File: config.mk
export PLATFORM = sky130hd
export DESIGN_NAME = knob_button_gesture_classifier
export DESIGN_NICKNAME = d
export VERILOG_FILES = /design/src/hdl/kbgc_pkg.sv /design/src/hdl/knob_button_gesture_classifier.sv
export SDC_FILE = /design/constraint.sdc
export NUM_CORES = 1
export LEC_CHECK = 0
export BUFFER_PORTS_ARGS = -buffer_cell sky130_fd_sc_hd__buf_2
export CAP_MARGIN = 20
export CORE_MARGIN = 2
export CORE_UTILIZATION = 39
export CTS_CLUSTER_DIAMETER = 120
export CTS_CLUSTER_SIZE = 20
export DETAILED_ROUTE_END_ITERATION = 7
export PLACE_DENSITY = 0.66
export SLEW_MARGIN = 20
export SYNTH_ARGS = -nofsm -noshare
export SYNTH_HDL_FRONTEND = slang
export SYNTH_SLANG_ARGS = --single-unit
File: constraint.sdc
create_clock -name clk -period 7.2 [get_ports clk]
set_clock_uncertainty 0.2 [all_clocks]
set_input_delay 1.44 -clock clk [delete_from_list [all_inputs] [get_ports clk]]
set_output_delay 1.44 -clock clk [all_outputs]
set_load 0.1 [all_outputs]
File: src/hdl/kbgc_pkg.sv
// shared types and codes for the knob and button gesture classifier
`default_nettype none

package kbgc_pkg;

  // input function codes
  typedef enum logic [1:0] {
    FUNC_ROTATE = 2'd0,
    FUNC_BUTTON = 2'd1,
    FUNC_POLL   = 2'd2,
    FUNC_ENABLE = 2'd3
  } func_t;

  // gesture codes
  typedef enum logic [2:0] {
    GST_NONE    = 3'd0,
    GST_CLICK   = 3'd1,
    GST_DOUBLE  = 3'd2,
    GST_LONG    = 3'd3,
    GST_CONTROL = 3'd4,
    GST_ROTATE  = 3'd5,
    GST_MODE    = 3'd6
  } gesture_t;

  // configuration register indexes
  localparam logic [3:0] REG_CONTROL_MIN   = 4'd0;
  localparam logic [3:0] REG_LONG_MAX      = 4'd1;
  localparam logic [3:0] REG_CLICK_MAX     = 4'd2;
  localparam logic [3:0] REG_DOUBLE_WINDOW = 4'd3;

  // configuration reset values
  localparam logic [15:0] CONTROL_MIN_RST   = 16'd5000;
  localparam logic [15:0] LONG_MAX_RST      = 16'd1500;
  localparam logic [15:0] CLICK_MAX_RST     = 16'd500;
  localparam logic [15:0] DOUBLE_WINDOW_RST = 16'd300;

  // largest positive 32-bit duration
  localparam logic [63:0] POS_MAX = 64'h0000_0000_7FFF_FFFF;

  // direction encodings that act
  localparam logic [1:0] DIR_UP   = 2'b01;
  localparam logic [1:0] DIR_DOWN = 2'b11;

  // one result word
  typedef struct packed {
    gesture_t           gesture;
    logic signed [31:0] value;
    logic signed [31:0] hold;
    logic               last;
  } res_t;

endpackage

`default_nettype wire

File: src/hdl/knob_button_gesture_classifier.sv
// top level of the knob and button gesture classifier
//
// Input channel (in_valid / in_stall) carries one event word: func selects
// rotate, button edge, poll tick or gesture enable; now_ms is a wrapping
// millisecond time stamp compared modulo 2^TIME_BITS.
// Output channel (out_valid / out_stall) carries one or two result words
// per event, the final one marked by last; every word reports hold_ms.
// An event is registered at acceptance and classified from the input
// register; its results load into a two-entry result buffer once that
// buffer can take them. Events with one result can enter every cycle
// while the output does not stall; after an event with two results the
// next one waits in the input register until the second word is taken,
// as the single output port drains the result buffer one word a cycle.
// A stall on the output holds the current word; once the buffer cannot
// take the registered event, in_stall rises.
// Reset (rst, synchronous) empties both stages, restores the thresholds
// to their defaults and returns the classifier to button up, no click
// waiting, gestures enabled. Configuration writes (cfg_wr) take effect at
// once and are meant for times when no event is in flight.
`default_nettype none

module knob_button_gesture_classifier #(
  parameter int TIME_BITS = 32
) (
  input  wire                clk,
  input  wire                rst,
  // configuration
  input  wire                cfg_wr,
  input  wire  [3:0]         cfg_index,
  input  wire  [15:0]        cfg_data,
  // event channel
  input  wire                in_valid,
  output logic               in_stall,
  input  wire  [1:0]         func,
  input  wire  signed [1:0]  direction,
  input  wire                level,
  input  wire  [31:0]        now_ms,
  // result channel
  output logic               out_valid,
  input  wire                out_stall,
  output logic [2:0]         gesture,
  output logic signed [31:0] value,
  output logic signed [31:0] hold_ms,
  output logic               last
);

  // configuration registers
  logic [15:0] control_min_ms;
  logic [15:0] long_max_ms;
  logic [15:0] click_max_ms;
  logic [15:0] double_window_ms;

  always_ff @(posedge clk) begin
    if (rst) begin
      control_min_ms   <= kbgc_pkg::CONTROL_MIN_RST;
      long_max_ms      <= kbgc_pkg::LONG_MAX_RST;
      click_max_ms     <= kbgc_pkg::CLICK_MAX_RST;
      double_window_ms <= kbgc_pkg::DOUBLE_WINDOW_RST;
    end else if (cfg_wr) begin
      case (cfg_index)
        kbgc_pkg::REG_CONTROL_MIN:   control_min_ms   <= cfg_data;
        kbgc_pkg::REG_LONG_MAX:      long_max_ms      <= cfg_data;
        kbgc_pkg::REG_CLICK_MAX:     click_max_ms     <= cfg_data;
        kbgc_pkg::REG_DOUBLE_WINDOW: double_window_ms <= cfg_data;
        default: ;
      endcase
    end
  end

  // input register
  logic                 iv;
  kbgc_pkg::func_t      i_func;
  logic [1:0]           i_dir;
  logic                 i_level;
  logic [TIME_BITS-1:0] i_now;

  // result buffer
  kbgc_pkg::res_t r0, r1;
  logic [1:0]     cnt;

  logic out_take, mv;

  assign out_take  = out_valid && !out_stall;
  assign mv        = iv && (cnt == 2'd0 || (cnt == 2'd1 && out_take));
  assign in_stall  = iv && !mv;
  assign out_valid = (cnt != 2'd0);

  always_ff @(posedge clk) begin
    if (rst) begin
      iv <= 1'b0;
    end else if (in_valid && !in_stall) begin
      iv <= 1'b1;
    end else if (mv) begin
      iv <= 1'b0;
    end
  end

  always_ff @(posedge clk) begin
    if (in_valid && !in_stall) begin
      i_func  <= kbgc_pkg::func_t'(func);
      i_dir   <= direction;
      i_level <= level;
      i_now   <= TIME_BITS'(now_ms);
    end
  end

  // classifier state
  logic                 button_down, button_down_next;
  logic                 turned_while_down, turned_while_down_next;
  logic                 click_waiting, click_waiting_next;
  logic                 gestures_on, gestures_on_next;
  logic [TIME_BITS-1:0] press_stamp, press_stamp_next;
  logic [TIME_BITS-1:0] release_stamp, release_stamp_next;

  // time differences against the stored stamps
  logic [TIME_BITS-1:0] d_press, d_rel;
  logic                 neg_p, neg_r;
  logic [63:0]          dur, since_rel;
  logic [30:0]          dur_sat;

  assign d_press   = i_now - press_stamp;
  assign d_rel     = i_now - release_stamp;
  assign neg_p     = d_press[TIME_BITS-1];
  assign neg_r     = d_rel[TIME_BITS-1];
  assign dur       = neg_p ? 64'd0 : 64'(d_press);
  assign since_rel = neg_r ? 64'd0 : 64'(d_rel);
  assign dur_sat   = (dur > kbgc_pkg::POS_MAX) ? 31'h7FFF_FFFF : dur[30:0];

  // classification
  kbgc_pkg::gesture_t g0, g1;
  logic [31:0]        v0, v1;
  logic [1:0]         n;
  logic               pressed_now;
  logic [31:0]        dir_val;
  logic [31:0]        hold_val;
  kbgc_pkg::res_t     new0, new1;

  assign dir_val = (i_dir == kbgc_pkg::DIR_UP) ? 32'd1 : 32'hFFFF_FFFF;

  always_comb begin
    button_down_next       = button_down;
    turned_while_down_next = turned_while_down;
    click_waiting_next     = click_waiting;
    gestures_on_next       = gestures_on;
    press_stamp_next       = press_stamp;
    release_stamp_next     = release_stamp;
    g0          = kbgc_pkg::GST_NONE;
    g1          = kbgc_pkg::GST_NONE;
    v0          = 32'd0;
    v1          = 32'd0;
    n           = 2'd0;
    pressed_now = 1'b0;
    case (i_func)
      kbgc_pkg::FUNC_ROTATE: begin
        if (i_dir == kbgc_pkg::DIR_UP || i_dir == kbgc_pkg::DIR_DOWN) begin
          if (button_down) begin
            turned_while_down_next = 1'b1;
            g0 = kbgc_pkg::GST_MODE;
            v0 = dir_val;
            n  = 2'd1;
          end else if (click_waiting) begin
            // flush pending click ahead of the rotation
            click_waiting_next = 1'b0;
            g0 = kbgc_pkg::GST_CLICK;
            g1 = kbgc_pkg::GST_ROTATE;
            v1 = dir_val;
            n  = 2'd2;
          end else begin
            g0 = kbgc_pkg::GST_ROTATE;
            v0 = dir_val;
            n  = 2'd1;
          end
        end
      end
      kbgc_pkg::FUNC_BUTTON: begin
        if (i_level) begin
          if (!button_down) begin
            button_down_next       = 1'b1;
            press_stamp_next       = i_now;
            turned_while_down_next = 1'b0;
            pressed_now            = 1'b1;
          end
        end else if (button_down) begin
          button_down_next = 1'b0;
          if (turned_while_down) begin
            turned_while_down_next = 1'b0;
          end else if (dur >= 64'(control_min_ms)) begin
            g0 = kbgc_pkg::GST_CONTROL;
            v0 = {1'b0, dur_sat};
            n  = 2'd1;
          end else if (dur >= 64'(long_max_ms)) begin
            // dead band gives no gesture
          end else if (!gestures_on) begin
            g0 = kbgc_pkg::GST_CLICK;
            n  = 2'd1;
          end else if (dur >= 64'(click_max_ms)) begin
            g0 = kbgc_pkg::GST_LONG;
            n  = 2'd1;
          end else if (click_waiting
                       && (neg_r || since_rel < 64'(double_window_ms))) begin
            click_waiting_next = 1'b0;
            g0 = kbgc_pkg::GST_DOUBLE;
            n  = 2'd1;
          end else begin
            // older click gives up its partner, new one starts waiting
            if (click_waiting) begin
              g0 = kbgc_pkg::GST_CLICK;
              n  = 2'd1;
            end
            click_waiting_next = 1'b1;
            release_stamp_next = i_now;
          end
        end
      end
      kbgc_pkg::FUNC_POLL: begin
        if (click_waiting && !neg_r && since_rel >= 64'(double_window_ms)) begin
          click_waiting_next = 1'b0;
          g0 = kbgc_pkg::GST_CLICK;
          n  = 2'd1;
        end
      end
      kbgc_pkg::FUNC_ENABLE: begin
        if (gestures_on && !i_level && click_waiting) begin
          click_waiting_next = 1'b0;
          g0 = kbgc_pkg::GST_CLICK;
          n  = 2'd1;
        end
        gestures_on_next = i_level;
      end
      default: ;
    endcase
    if (n == 2'd0) begin
      n = 2'd1;
    end
  end

  // hold time seen after this event
  always_comb begin
    if (!button_down_next || turned_while_down_next) begin
      hold_val = 32'hFFFF_FFFF;
    end else if (pressed_now) begin
      hold_val = 32'd0;
    end else begin
      hold_val = {1'b0, dur_sat};
    end
  end

  always_comb begin
    new0.gesture = g0;
    new0.value   = v0;
    new0.hold    = hold_val;
    new0.last    = (n == 2'd1);
    new1.gesture = g1;
    new1.value   = v1;
    new1.hold    = hold_val;
    new1.last    = 1'b1;
  end

  // state update when the event leaves the input register
  always_ff @(posedge clk) begin
    if (rst) begin
      button_down       <= 1'b0;
      turned_while_down <= 1'b0;
      click_waiting     <= 1'b0;
      gestures_on       <= 1'b1;
      press_stamp       <= '0;
      release_stamp     <= '0;
    end else if (mv) begin
      button_down       <= button_down_next;
      turned_while_down <= turned_while_down_next;
      click_waiting     <= click_waiting_next;
      gestures_on       <= gestures_on_next;
      press_stamp       <= press_stamp_next;
      release_stamp     <= release_stamp_next;
    end
  end

  // result buffer count
  always_ff @(posedge clk) begin
    if (rst) begin
      cnt <= 2'd0;
    end else if (mv) begin
      cnt <= n;
    end else if (out_take) begin
      cnt <= cnt - 2'd1;
    end
  end

  // result buffer words
  always_ff @(posedge clk) begin
    if (mv) begin
      r0 <= new0;
      r1 <= new1;
    end else if (out_take) begin
      r0 <= r1;
    end
  end

  assign gesture = r0.gesture;
  assign value   = r0.value;
  assign hold_ms = r0.hold;
  assign last    = r0.last;

endmodule

`default_nettype wire

==> impl_metrics.py <==
metrics = {
    "outcome": {
        "status": "completed",
    },
    "cts": {
        "post_cts.repair.setup_buffers": 0,
        "cts_resized": 0,
        "cts_max_path_buffers": 3,
        "cts.hold.buffers_added": 0,
        "cts.sinks": 275,
        "htree_levels": 1,
        "clkSlewWorstSetupHoldPaths_ps": 90,
        "cts_made_buffers": 17,
        "root_buffer": "clkbuf_16",
        "cts_tree": "built",
        "insertion_delay_ps": 520,
    },
    "critical_path": {
        "crit_arrival_ps": 6530,
        "critPathKind": "reg2reg",
        "critPathLaunchType": "flip-flop",
        "cp_max_fo": 18,
        "worstSetupEndpointType": "flip-flop",
        "worstPathRequired_ps": 7240,
    },
    "synthesis": {
        "ys_seq_area_share_pct": 41.58,
        "synthFlopType": "edfxtp_1",
        "syn_area_sq_um": 16610,
        "yosysMostFrequentCell": "nand2_1",
        "synth_edf_count": 140,
        "avgSynthCellArea_sq_um": 8.625,
        "ys_top_cells_by_count": "372 x nand2_1, 169 x a21oi_1, 147 x inv_1",
        "synthTopCellsByArea": "edfxtp_1 25%, dfxtp_1 16%, ha_1 8.7%",
        "synth-seq-cells": 275,
        "yosysWarnings": 0,
        "synth_top_area_cell": "edfxtp_1",
        "synth_top_cell_area_share_pct": 25.31,
        "netlist_instances": 1926,
        "synthArstFlopShare_pct": 0,
        "syn-num-nets": 2105,
        "ys_types": 80,
    },
    "finish": {
        "nNetsFinal": 2176,
        "fill_cells": 4182,
        "design_area_sq_um": 18210,
        "areaGrowthSynthToFinish_pct": 9.604,
        "drive_above_1_share_pct": 9.965,
        "antenna_cells": 0,
    },
    "floorplan": {
        "dieWidth_um": 210.4,
        "ioPinCount": 132,
        "die_area_sq_um": 44260,
        "die_height_um": 210.4,
        "fp.coreArea_sq_um": 42040,
        "initial_utilization_pct": 39.51,
        "core.rowCount": 75,
    },
    "drt": {
        "wire_per_inst_um": 18.39,
        "dr_total_vias": 14010,
        "vias_per_cell": 5.502,
        "routed_wl_um": 46830,
        "drc_errors": 0,
        "initialDrtViolationCount": 1043,
        "dr.pass1.iters": 5,
        "ant_nets": 0,
    },
    "place": {
        "dp_slack_ps": 783.4,
        "place_congestion": 0.9120,
        "postPlaceCellArea_sq_um": 17720,
        "dpl.hpwl_um": 35340,
        "port_buffers": 131,
    },
    "timing": {
        "totalNegativeSetupSlack_ps": 0,
        "relSlewSlack_pct": 36.38,
        "timing.final.crit_share_pct": 90.23,
        "period_minus_slack_ps": 6496,
        "whs_ps": 258.7,
        "tightestPinTransition_ps": 954.3,
        "slew_violations": 0,
        "setup_ws_ps": 703.7,
        "max_freq_ghz": 0.1539,
        "grt_setup_unrepaired": "false",
        "setup_viol": 0,
        "hold_viol_final": 0,
    },
    "global_route": {
        "gr-total-overflow": 0,
        "track_usage_pct": 20.76,
        "antenna_found_initial": 0,
        "grt_max_degree": 86,
        "grt_pass1_vias": 13280,
        "grt_pass1_wl_um": 73020,
    },
    "power": {
        "vdd_drop_max_uv": 178.0,
        "pwr-share-comb_pct": 34.8,
        "pwr_density_cell_nw_per_um2": 243.2,
        "power_switching_share_pct": 40.42,
        "p_int_mw": 2.638,
        "totalPowerFinal_mw": 4.427,
        "clockPowerShare_pct": 22.8,
        "switchingPower_mw": 1.790,
        "leakage_nw": 7.130,
        "p_seq_share_pct": 42.4,
    },
    "min_path": {
        "hp-class": "reg2reg",
    },
    "flow_run": {
        "maxCapViolCount": 0,
    },
}
[power groups by stage]
stage | clock network [mW] | logic [mW] | registers (mW)
final | 1.01 | 1.54 | 1.88
after global routing | 1.08 | 1.66 | 1.89
after detailed placement | 0 | 1.53 | 1.92
after global placement | 0 | 1.51 | 1.92
after floorplan | 0 | 0.671 | 2.43
after CTS | 1.03 | 1.54 | 1.88
[flip-flops by register name, indices dropped and copies added (netlist names), 2 cells and up]
register and cells:
r1 35, cnt 2, press_stamp 32, click_max_ms 16, i_func 2, gesture 3, double_window_ms 16, release_stamp 32
control_min_ms 16, i_now 32, hold_ms 32, value 32, i_dir 2, long_max_ms 16
[metrics by stage]
stage                     instances  util (%)
after floorplan                1926         -
after global placement         2516     42.11
after detailed placement       2517     42.16
after CTS                      2546     43.31
after global routing           2546     43.31
final                          2546     43.31
[path summary, 6_finish.rpt]
path | start | endpoint | slack, ps | cells past startpoint
worst max register to register | i_now[18] | value[23] | 700 | 18
worst min register to register | click_max_ms[11] | click_max_ms[11] | 260 | 2
worst max-delay path | i_now[18] | value[23] | 700 | 18
worst min-delay path | click_max_ms[11] | click_max_ms[11] | 260 | 2
[layout make-up]
class	count	area, sq um	share of cell area, %
clock buffers	28	476.7	2.618
clock inverters	1	5.005	0.02749
inverters	147	551.8	3.031
multi-input cells	1404	8763	48.13
flip-flops and latches	275	6907	37.94
well taps	539	674.4	3.704
repair buffers	152	828.3	4.550
[critical path: stages, from the launching register on]
cell,delay (ps)
edfxtp_1,500
ha_1,460
a21oi_1,300
o21a_1,250
o221ai_2,140
or3_1,410
o211a_1,460
nor2_1,610
ha_1,360
a21o_1,160
a21oi_1,120
o21ai_0,110
a211o_1,310
a211oi_1,220
a311oi_1,110
or4_4,450
and2_1,380
nand3_1,470
o21ai_0,180
[logic make-up after synthesis]
group	after synthesis	synth area share, %
simple gates	712	20.29
xor+xnor	63	3.322
fa+ha+maj	119	9.024
flops	275	41.58
compound gates	475	17.87
buf+inv	247	5.808
mux	35	2.109
[placed cells by master (no fill, tap or decap), drive strengths merged, types with 11 or more instances in the layout]
cell	count
a21o	27
dfxtp	135
xnor2	28
a211o	12
o21bai	11
nand3	32
and2	15
nand2	372
clkbuf	28
edfxtp	140
nor3	30
a211oi	16
mux2i	35
xor2	35
and3	12
nand3b	15
nand2b	76
a21oi	169
nor2	83
ha	115
o21a	18
buf	152
o211ai	17
a31oi	17
o21ai	113
nand4	23
inv	147
[metal layers]
layer  track usage (%)  share of wire [%]
met1             28.40                 47
met2             34.15                 45
met3             2.458                4.9
met4             6.994                3.4
met5                 0                  0
Power figures use the tool's default switching activity.
